`src/hw/rtl/trv_pkg.sv`:
```
// ----------------------------------------------------------------------------
// Track read-back verifier package
// Shared types, register indexes, verdict codes and the sectors-per-track
// table used by the verifier modules.
// ----------------------------------------------------------------------------
package trv_pkg;

    localparam int COUNT_W   = 14;
    localparam int BYTE_W    = 8;
    localparam int HTRACK_W  = 7;
    localparam int SECT_W    = 5;
    localparam int TOL_W     = 9;
    localparam int VERDICT_W = 2;
    localparam int CFG_IDX_W = 2;
    localparam int OUT_W     = 32;

    localparam logic [COUNT_W-1:0] COUNT_MAX = {COUNT_W{1'b1}};

    localparam logic [CFG_IDX_W-1:0] REG_HALFTRACK = 2'd0;
    localparam logic [CFG_IDX_W-1:0] REG_EXTRA_TOL = 2'd1;

    localparam logic [VERDICT_W-1:0] VERDICT_OK    = 2'd0;
    localparam logic [VERDICT_W-1:0] VERDICT_WEAK  = 2'd1;
    localparam logic [VERDICT_W-1:0] VERDICT_RETRY = 2'd2;

    typedef struct packed {
        logic mismatch;
        logic bad_nibble;
        logic last;
    } pair_flags_t;

    function automatic logic [SECT_W-1:0] sectors_of_track(
        input logic [HTRACK_W-2:0] track
    );
        logic [SECT_W-1:0] sect;
        case (track) inside
            [6'd1:6'd17]:  sect = 5'd21;
            [6'd18:6'd24]: sect = 5'd19;
            [6'd25:6'd30]: sect = 5'd18;
            [6'd31:6'd42]: sect = 5'd17;
            default:       sect = 5'd0;
        endcase
        return sect;
    endfunction

    function automatic logic nibble_is_bad(input logic [BYTE_W-1:0] b);
        logic [3:0] hi;
        logic [3:0] lo;
        hi = b[7:4];
        lo = b[3:0];
        return (hi == 4'h0) || (hi == 4'hF) || (lo == 4'h0) || (lo == 4'hF);
    endfunction

    function automatic logic [COUNT_W-1:0] sat_inc(input logic [COUNT_W-1:0] v);
        return (v == COUNT_MAX) ? v : v + 1'b1;
    endfunction

endpackage

```
`src/hw/rtl/track_readback_verifier_unit.sv`:
```
// ----------------------------------------------------------------------------
// Track read-back verifier
// Compares written and read-back track bytes, counts differing pairs and
// bad-GCR read bytes, and reports a verdict at the end of each track.
//
//   Channel   Direction  Contents
//   s_*       in         written byte and read byte per transfer, tlast ends
//   m_*       out        one verdict transfer per track
//   cfg_*     in         halftrack number and extra tolerance writes
//
// A byte pair can be accepted in every cycle unless a last pair is held by a
// stalled verdict. The input register holds each pair until the tally stage
// takes it into the counters, and a last pair loads the verdict register at that same edge.
// The input register and the result register decouple the two sides, so a
// stalled verdict blocks only a following last pair.
// Reset clears the counters and loads halftrack 2 with zero extra tolerance.
// ----------------------------------------------------------------------------
module track_readback_verifier_unit #(
    parameter int TRACK_BYTES = 8192
) (
    input  logic                           aclk,
    input  logic                           aresetn,
    input  logic                           s_tvalid,
    output logic                           s_tready,
    input  logic [15:0]                    s_tdata,  // read_byte, written_byte
    input  logic                           s_tlast,
    output logic                           m_tvalid,
    input  logic                           m_tready,
    output logic [trv_pkg::OUT_W-1:0]      m_tdata,  // mismatch_total, bad_gcr_count,
                                                     // verdict, passed
    input  logic                           cfg_we,
    input  logic [trv_pkg::CFG_IDX_W-1:0]  cfg_addr,
    input  logic [trv_pkg::BYTE_W-1:0]     cfg_wdata
);
    import trv_pkg::*;

    logic [HTRACK_W-1:0] halftrack_reg;
    logic [BYTE_W-1:0]   extra_tol_reg;
    logic                pair_valid;
    pair_flags_t         pair_flags;
    logic                pair_take;

    always_ff @(posedge aclk) begin
        if (!aresetn) begin
            halftrack_reg <= HTRACK_W'(2);
            extra_tol_reg <= '0;
        end else if (cfg_we) begin
            unique case (cfg_addr)
                REG_HALFTRACK: halftrack_reg <= cfg_wdata[HTRACK_W-1:0];
                REG_EXTRA_TOL: extra_tol_reg <= cfg_wdata;
                default: ;
            endcase
        end
    end

    trv_front u_front (
        .aclk       (aclk),
        .aresetn    (aresetn),
        .s_tvalid   (s_tvalid),
        .s_tready   (s_tready),
        .s_tdata    (s_tdata),
        .s_tlast    (s_tlast),
        .pair_valid (pair_valid),
        .pair_flags (pair_flags),
        .pair_take  (pair_take)
    );

    trv_tally #(
        .TRACK_BYTES (TRACK_BYTES)
    ) u_tally (
        .aclk             (aclk),
        .aresetn          (aresetn),
        .pair_valid       (pair_valid),
        .pair_flags       (pair_flags),
        .pair_take        (pair_take),
        .halftrack_number (halftrack_reg),
        .extra_tolerance  (extra_tol_reg),
        .m_tvalid         (m_tvalid),
        .m_tready         (m_tready),
        .m_tdata          (m_tdata)
    );

`ifndef SYNTHESIS
    assert property (@(posedge aclk) disable iff (!aresetn)
        m_tvalid && (m_tdata[29:28] == VERDICT_OK) |-> (m_tdata[27:14] == '0))
        else $error("bad_gcr_count not zero on an OK verdict");

    assert property (@(posedge aclk) disable iff (!aresetn)
        m_tvalid |-> (m_tdata[30] == (m_tdata[29:28] != VERDICT_RETRY)))
        else $error("passed flag disagrees with verdict");

    assert property (@(posedge aclk) disable iff (!aresetn)
        m_tvalid && (m_tdata[29:28] == VERDICT_WEAK) |-> (m_tdata[13:0] <= m_tdata[27:14]))
        else $error("weak verdict with more differences than bad-GCR bytes");

    assert property (@(posedge aclk) disable iff (!aresetn)
        m_tvalid && !m_tready && pair_valid && pair_flags.last |-> !pair_take)
        else $error("last pair taken while the verdict register is full");
`endif

endmodule

```
`src/hw/rtl/trv_front.sv`:
```
// ----------------------------------------------------------------------------
// Track read-back verifier input stage
// Registers each accepted byte pair as a compare flag, a bad-nibble flag and
// the last marker, and holds it until the tally stage takes it.
// ----------------------------------------------------------------------------
module trv_front (
    input  logic                      aclk,
    input  logic                      aresetn,
    input  logic                      s_tvalid,
    output logic                      s_tready,
    input  logic [15:0]               s_tdata,
    input  logic                      s_tlast,
    output logic                      pair_valid,
    output trv_pkg::pair_flags_t      pair_flags,
    input  logic                      pair_take
);
    import trv_pkg::*;

    logic        valid_reg;
    logic        valid_next;
    pair_flags_t flags_reg;

    assign s_tready   = !valid_reg || pair_take;
    assign pair_valid = valid_reg;
    assign pair_flags = flags_reg;

    always_comb begin
        valid_next = valid_reg;
        if (s_tready) begin
            valid_next = s_tvalid;
        end
    end

    always_ff @(posedge aclk) begin
        if (!aresetn) begin
            valid_reg <= 1'b0;
        end else begin
            valid_reg <= valid_next;
        end
    end

    always_ff @(posedge aclk) begin
        if (s_tready && s_tvalid) begin
            flags_reg.mismatch   <= (s_tdata[7:0] != s_tdata[15:8]);
            flags_reg.bad_nibble <= nibble_is_bad(s_tdata[15:8]);
            flags_reg.last       <= s_tlast;
        end
    end

endmodule

```
`src/hw/rtl/trv_tally.sv`:
```
// ----------------------------------------------------------------------------
// Track read-back verifier tally stage
// Keeps the per-track mismatch, bad-nibble and position counters, and on the
// last pair loads the verdict into the result register.
// ----------------------------------------------------------------------------
module trv_tally #(
    parameter int TRACK_BYTES = 8192
) (
    input  logic                             aclk,
    input  logic                             aresetn,
    input  logic                             pair_valid,
    input  trv_pkg::pair_flags_t             pair_flags,
    output logic                             pair_take,
    input  logic [trv_pkg::HTRACK_W-1:0]     halftrack_number,
    input  logic [trv_pkg::BYTE_W-1:0]       extra_tolerance,
    output logic                             m_tvalid,
    input  logic                             m_tready,
    output logic [trv_pkg::OUT_W-1:0]        m_tdata
);
    import trv_pkg::*;

    localparam int POS_W = $clog2(TRACK_BYTES + 1);
    localparam logic [POS_W-1:0] POS_LIMIT = POS_W'(TRACK_BYTES);

    logic [COUNT_W-1:0]   mis_reg;
    logic [COUNT_W-1:0]   mis_next;
    logic [COUNT_W-1:0]   bad_reg;
    logic [COUNT_W-1:0]   bad_next;
    logic [POS_W-1:0]     pos_reg;
    logic [POS_W-1:0]     pos_next;
    logic                 mvalid_reg;
    logic                 mvalid_next;
    logic [COUNT_W-1:0]   diff_out_reg;
    logic [COUNT_W-1:0]   bad_out_reg;
    logic [VERDICT_W-1:0] verdict_reg;
    logic                 passed_reg;

    logic                 in_range;
    logic [COUNT_W-1:0]   mis_upd;
    logic [COUNT_W-1:0]   bad_upd;
    logic [TOL_W-1:0]     tolerance;
    logic [VERDICT_W-1:0] verdict_calc;
    logic                 emit;

    assign pair_take = pair_valid && (!pair_flags.last || !mvalid_reg || m_tready);
    assign emit      = pair_take && pair_flags.last;
    assign in_range  = pos_reg < POS_LIMIT;
    assign mis_upd   = (in_range && pair_flags.mismatch)   ? sat_inc(mis_reg) : mis_reg;
    assign bad_upd   = (in_range && pair_flags.bad_nibble) ? sat_inc(bad_reg) : bad_reg;
    assign tolerance = TOL_W'(sectors_of_track(halftrack_number[HTRACK_W-1:1]))
                     + TOL_W'(extra_tolerance);

    always_comb begin
        if (mis_upd <= COUNT_W'(tolerance)) begin
            verdict_calc = VERDICT_OK;
        end else if (mis_upd <= bad_upd) begin
            verdict_calc = VERDICT_WEAK;
        end else begin
            verdict_calc = VERDICT_RETRY;
        end
    end

    always_comb begin
        mis_next    = mis_reg;
        bad_next    = bad_reg;
        pos_next    = pos_reg;
        mvalid_next = mvalid_reg;
        if (m_tready) begin
            mvalid_next = 1'b0;
        end
        if (pair_take) begin
            if (pair_flags.last) begin
                mis_next    = '0;
                bad_next    = '0;
                pos_next    = '0;
                mvalid_next = 1'b1;
            end else begin
                mis_next = mis_upd;
                bad_next = bad_upd;
                pos_next = in_range ? pos_reg + 1'b1 : pos_reg;
            end
        end
    end

    always_ff @(posedge aclk) begin
        if (!aresetn) begin
            mis_reg    <= '0;
            bad_reg    <= '0;
            pos_reg    <= '0;
            mvalid_reg <= 1'b0;
        end else begin
            mis_reg    <= mis_next;
            bad_reg    <= bad_next;
            pos_reg    <= pos_next;
            mvalid_reg <= mvalid_next;
        end
    end

    always_ff @(posedge aclk) begin
        if (emit) begin
            diff_out_reg <= mis_upd;
            bad_out_reg  <= (verdict_calc == VERDICT_OK) ? '0 : bad_upd;
            verdict_reg  <= verdict_calc;
            passed_reg   <= (verdict_calc != VERDICT_RETRY);
        end
    end

    assign m_tvalid = mvalid_reg;
    assign m_tdata  = {1'b0, passed_reg, verdict_reg, bad_out_reg, diff_out_reg};

endmodule
```
`config.mk`:
```
export PLATFORM = sky130hd
export DESIGN_NAME = track_readback_verifier_unit
export DESIGN_NICKNAME = d
export VERILOG_FILES = /design/src/hw/rtl/trv_pkg.sv /design/src/hw/rtl/track_readback_verifier_unit.sv /design/src/hw/rtl/trv_front.sv /design/src/hw/rtl/trv_tally.sv
export SDC_FILE = /design/constraint.sdc
export NUM_CORES = 1
export LEC_CHECK = 0
export ABC_AREA = 0
export BUFFER_PORTS_ARGS = -buffer_cell sky130_fd_sc_hd__buf_2
export CORE_MARGIN = 4
export CORE_UTILIZATION = 45
export DETAILED_ROUTE_END_ITERATION = 10
export HOLD_SLACK_MARGIN = 0.12
export PLACE_DENSITY = 0.64
export SYNTH_ARGS = -nofsm -noshare
export SYNTH_HDL_FRONTEND = slang
export SYNTH_SLANG_ARGS = --single-unit
```
`constraint.sdc`:
```
create_clock -name aclk -period 5.15 [get_ports aclk]
set_clock_uncertainty 0.05 [all_clocks]
set_input_delay 0.515 -clock aclk [delete_from_list [all_inputs] [get_ports aclk]]
set_output_delay 0.515 -clock aclk [all_outputs]
set_load 0.01 [all_outputs]
```
Word level (Yosys, flattened, before mapping)
Cells that the tools add are included.
- flip-flop bits (word level): 93
- input bits: 32
- output and inout bits: 34
- logic and storage cells: 79
- add/sub/neg operators: 4
- $lt $le $gt $ge: 11
- equal/unequal tests: 7
- multiplexer cells: 17
- reductions and logical operators: 26
- operator list (kind ; count):
    two-way mux 14 bit ; 8
    adder 14 x 1 -> 14 bit (second input constant) ; 3
    equality test 14 bit (second input constant) ; 2
    two-way mux 5 bit ; 4
    greater-or-equal comparator 6 x 5 -> 1 bit (second input constant) ; 3
    <= comparator 6 x 5 -> 1 bit (second input constant) ; 3
    <= comparator 14 bit ; 1
    <= comparator 14 x 9 -> 1 bit ; 1
    less-than comparator 14 bit (second input constant) ; 1
    adder 5 x 8 -> 9 bit ; 1
    logical AND 1 bit ; 9
    equality test 4 bit (second input constant) ; 2
    zero test 4 bit ; 2
    != test 8 bit ; 1
    greater-or-equal comparator 6 x 1 -> 1 bit (second input constant) ; 1
    <= comparator 6 bit (second input constant) ; 1
    logical OR 1 bit ; 6
    AND reduction 2 bit ; 3
    zero test 2 bit ; 2
    two-way mux 2 bit ; 2
    zero test 1 bit ; 3
    two-way mux 1 bit ; 3
    equality test 2 x 1 -> 1 bit (second input constant) ; 1
    != test 2 bit (second input constant) ; 1
    nonzero test 2 bit ; 1

Longest topological paths before layout
- word-level depth: 10
- gate-level depth with buffers: 18
- mapped depth without buffers: 17

Cells and area by module
A second synthesis with hierarchy kept.
- cell total of the unflattened synthesis: 574
- area, all modules: 5347.6 µm²
- by module, submodules not included (module ; instances ; cells each ; area each (µm²) ; sequential area each (µm²)):
    trv_tally ; 1 ; 488 ; 4494.3 ; 1791.7
    track_readback_verifier_unit ; 1 ; 61 ; 595.6 ; 300.3
    trv_front ; 1 ; 25 ; 257.7 ; 110.1

Least setup slack after synthesis
Ideal clock, no wire load.
- path type: register -> register
- start: reg halftrack_reg[1]
- end: reg u_tally.bad_out_reg[8] (data pin)
- setup time: 260 ps
- data arrival time: 3790 ps
- data required time: 4840 ps
- slack: 1049 ps
- stages on the path, launching flop included: 18
- path buffers: 1
- clock period less this slack: 4101 ps
- path through: dfxtp_1 or3_1 a32o_1 a221oi_1 ha_1 inv_1 fa_1 nor2b_1 o21ai_0 xor2_1 ha_1 nand4_1 a21oi_1 o311ai_0 a221oi_1 a2111oi_4 buf_6 nor2_1
- longest elaborated chain between the ends: 10
- elaborated cells on any way between the ends: 20
- classes of those cells: add/sub: 1; order compare: 9; mux: 5; reduce/logical: 5
- RTL lines (what ; line ; text):
    start: declaration ; track_readback_verifier_unit.sv:37 ; logic [HTRACK_W-1:0] halftrack_reg;
    start signal: assignment ; track_readback_verifier_unit.sv:49 ; REG_HALFTRACK: halftrack_reg <= cfg_wdata[HTRACK_W-1:0];
    greater-or-equal comparator 6 x 5 -> 1 bit (implied by the code) or <= comparator 6 bit (tied branches) ; trv_tally.sv:50 ; assign tolerance = TOL_W'(sectors_of_track(halftrack_number[HTRACK_W-1:1]))
    logical AND 1 bit (implied by the code) ; trv_tally.sv:50 ;
    two-way mux 5 bit (3 in a row) ; trv_pkg.sv:36 ; case (track) inside
    two-way mux 5 bit (*) ; trv_pkg.sv:36 ;
    adder 5 x 8 -> 9 bit (*) ; trv_tally.sv:51 ; + TOL_W'(extra_tolerance);
    <= comparator 14 x 9 -> 1 bit (*) ; trv_tally.sv:54 ; if (mis_upd <= COUNT_W'(tolerance)) begin
    two-way mux 2 bit (*) ; trv_tally.sv:54 ;
    zero test 2 bit (*) ; trv_tally.sv:102 ; bad_out_reg <= (verdict_calc == VERDICT_OK) ? '0 : bad_upd;
    end signal: assignment ; trv_tally.sv:102 ;
    end: declaration ; trv_tally.sv:34 ; logic [COUNT_W-1:0] bad_out_reg;
Mark *: on every way between the ends. The rest lies on a longest branch, timed or not.
A chain may end at the register's enable or synchronous reset.

Final worst setup path
Same ends and word-level chain as after synthesis.

==> run_results.csv <==
group,metric,value,unit
timing,max_freq,226,MHz
power_and_ir_drop,p_switching,0.000359,W
yosys,syn_inst,569,
placed_design,dpl.cell_count,750,
final_layout,ff_latch_area,2180,um^2
final_layout,area_delta_synth_final,12.5,%
power_and_ir_drop,power.share.clock,40.3,%
worst_hold_path,hold_class,"primary input to flop",
clock_network,post_cts_buffers,0,
detailed_routing,num_vias,4304,
flow_run,maxCapViolations,0,
placed_design,hpwl,9100,um
critical_path,start_kind,"flop",
critical_path,crit_fanout,17,
timing,rsz0062_at_grt,"no",
timing,final.setup.tns,0,ns
timing,finalHoldViolations,0,
floorplan,coreArea,11500,um^2
clock_network,hold_buffers,0,
floorplan,die_area,13500,um^2
power_and_ir_drop,peakVddDrop,0.224,mV
global_route,grt_pass1_vias,4122,
timing,final-setup-viol-count,0,
timing,fin_crit,4.43,ns
timing,period_share,86.0,%
global_route,grt_usage,19.2,%
detailed_routing,drt_first_pass_iters,5,
floorplan,die_y,116,um
clock_network,cts_buffer_depth,2,
critical_path,cp_slowest_stage_delay,0.42,ns
power_and_ir_drop,pwr-share-seq,52.0,%
detailed_routing,post_drt_via_cell_ratio,5.62,
power_and_ir_drop,p_leak,2.27,nW
final_layout,final_common_cell,"buf_2",
critical_path,worst_path_dominant_cell_family,"compound AO/OA/AOI/OAI gates",
critical_path,crit_arrival,4.48,ns
clock_network,cts_tree,"built",
detailed_routing,ant_nets,0,
critical_path,r2r_setup_slack,0.72,ns
yosys,synth_cell_types,56,
floorplan,io_pins,66,
yosys,synthesis.nets,632,
clock_network,cts_resized,0,
floorplan,start_util,46.1,%
worst_hold_path,min_path_cells,1,
yosys,synth_top_area_share,22.0,%
timing,worstMarginPinSlew,1.21,ns
yosys,synth_top_cells_by_area,"dfxtp_1 22%, edfxtp_1 19%, ha_1 7.1%",
yosys,yosys_most_used_dff,"dfxtp_1",
placed_design,finalWeightedCongestion,0.906,
timing,slew_viol_final,0,
global_route,grt.busiest_layer,"met2",
power_and_ir_drop,power_density,251,nW/um^2
yosys,synth_area_per_cell,9.29,um^2
timing,whs,0.302,ns
final_layout,multi_input_area,2920,um^2
yosys,yosysWarningCount,0,
critical_path,worst-path-buf-inv,2,
power_and_ir_drop,intPower,0.00114,W
critical_path,worstRegToRegCells,17,
global_route,use_met2,30.6,%
global_route,antenna_found_initial,0,
power_and_ir_drop,switching_share,24.0,%
global_route,gr-total-overflow,0,
detailed_routing,drc,0,
critical_path,critPathRequiredTime,5.20,ns
clock_network,clkLatencyLatePin,0.36,ns
final_layout,mostFrequentLayoutCells,"64 x buf_2, 58 x dfxtp_1, 54 x nor2_1",
detailed_routing,wirelength,12200,um
yosys,seq_area_frac_synth,41.3,%
detailed_routing,initialDrtViolationCount,242,
global_route,grt_pass1_wl,20100,um
yosys,synth_edf_count,34,
final_layout,final_nets,681,
global_route,grt_max_degree,54,
critical_path,crit-reg2reg-capture,"u_tally.bad_out_reg[8]$_SDFFCE_PN0P_",
critical_path,crit_path_end_kind,"flop",
clock_network,path_clk_slew,0.07,ns
yosys,syn_area,5290,um^2
critical_path,r2r-start,"halftrack_reg[1]$_SDFFE_PN1P_",
global_route,use_met3,5.28,%
clock_network,clock_sinks,92,
floorplan,rows,39,
detailed_routing,avgRoutedWirePerCell,15.9,um
final_layout,antenna_cells,0,
worst_hold_path,holdCritStartpoint,"s_tlast",
critical_path,worstPathCellList,"or3_1 > a32o_1 > a221oi_1 > ha_1 > inv_1 > fa_1 > nor2b_1 > o21ai_0 > xor2_1 > ha_1 > nand4_1 > a21oi_1 > o311ai_0 > a221oi_1 > a2111oi_4 > buf_4 > nor2_1",
worst_hold_path,min_to,"u_front.pair_flags[0]$_DFFE_PP_",
yosys,yosysTopAreaCell,"dfxtp_1",
critical_path,slowest_stage,"o311ai_0",
global_route,use_met1,25.3,%
final_layout,instances_no_fill,766,
timing,relSlewSlack,18.2,%
placed_design,io_buffers,64,
power_and_ir_drop,pwr-share-comb,7.7,%
critical_path,path_class,"flop to flop",
floorplan,die_w,116,um
run_status,status,"completed",
clock_network,cts_inserted_buffers,9,
yosys,yosys_register_bits,92,
yosys,async_flop_share,0,%
clock_network,cts_root_buf,"clkbuf_16",
final_layout,fillers,1049,
clock_network,cts_max_level,3,
final_layout,drive_gt1_share,14.1,%
==> synth_stat cells (3+ instances only) <==
cell type and number:
or4_1 3, nor4_1 6, o211ai_1 3, or3_1 14, edfxtp_1 34, nor2_1 55
a22oi_1 8, a31oi_1 10, nand4_1 17, nor2b_1 32, a21o_1 7, a21boi_0 14
dfxtp_1 58, clkbuf_1 23, a21oi_1 19, o31ai_1 3, xor2_1 25, ha_1 30
xnor2_1 19, o21ai_0 26, nand4b_1 4, nor3_1 10, nand2b_1 10, nand2_1 30
nand3_1 31, buf_2 4, and3_1 7, inv_1 14, mux2i_1 16
==> area by class of cell <==
type / instances / area share (%)
clock buffers: 9 / 3.79
clock inverters: 7 / 0.652
repair buffers: 68 / 5.89
inverters: 14 / 0.883
well taps: 143 / 3.01
multi-input cells: 433 / 49.1
flip-flops and latches: 92 / 36.7
==> power groups by stage <==
stage | logic (W) | registers, W | clock network (W)
floorplan | 0.0000736 | 0.000792 | 0
global placement | 0.000112 | 0.000792 | 0
detailed placement | 0.000116 | 0.000793 | 0
CTS | 0.000116 | 0.000777 | 0.000621
global route | 0.000129 | 0.000778 | 0.000657
finish | 0.000115 | 0.000777 | 0.000603
==> metal layers <==
metal / vias up / part of all wire [%]
met5: - / 0
met4: 0 / 1.5
met3: 13 / 6.3
met2: 113 / 46
met1: 2014 / 46
li1: 2164 / -
==> worst max path at each step <==
stage / cells after the start / slack [ns] / start / end
after floorplan: 17 / 1.05 / halftrack_reg[1]$_SDFFE_PN1P_ / u_tally.bad_out_reg[8]$_SDFFCE_PN0P_
after global placement: 17 / 0.95 / halftrack_reg[1]$_SDFFE_PN1P_ / u_tally.bad_out_reg[12]$_SDFFCE_PN0P_
after detailed placement: 17 / 0.76 / halftrack_reg[1]$_SDFFE_PN1P_ / u_tally.bad_out_reg[9]$_SDFFCE_PN0P_
after CTS: 17 / 0.75 / halftrack_reg[1]$_SDFFE_PN1P_ / u_tally.bad_out_reg[8]$_SDFFCE_PN0P_
after global routing: 17 / 0.43 / halftrack_reg[1]$_SDFFE_PN1P_ / u_tally.bad_out_reg[8]$_SDFFCE_PN0P_
final: 17 / 0.72 / halftrack_reg[1]$_SDFFE_PN1P_ / u_tally.bad_out_reg[8]$_SDFFCE_PN0P_
==> through the flow <==
step           setup WS (ns)  area [um^2]  total power, W  utilization (%)
6_report               0.720         5950         0.00150             51.9
5_1_grt                0.431         5950         0.00156             51.9
4_1_cts                0.746         5950         0.00151             51.9
3_5_place_dp           0.764         5690        0.000909             49.6
3_3_place_gp           0.950         5690        0.000904             49.6
2_1_floorplan           1.05         5290        0.000866                -
==> cells by family after synthesis <==
family	count (synthesis)	synth area share, %
mux	18	3.46
other cells	1	0.0709
simple gates	231	23.4
flops	92	41.3
fa+ha+maj	31	7.48
compound gates	108	13.5
buf+inv	44	3.50
xor+xnor	44	7.29
Power figures use the tool's default switching activity.
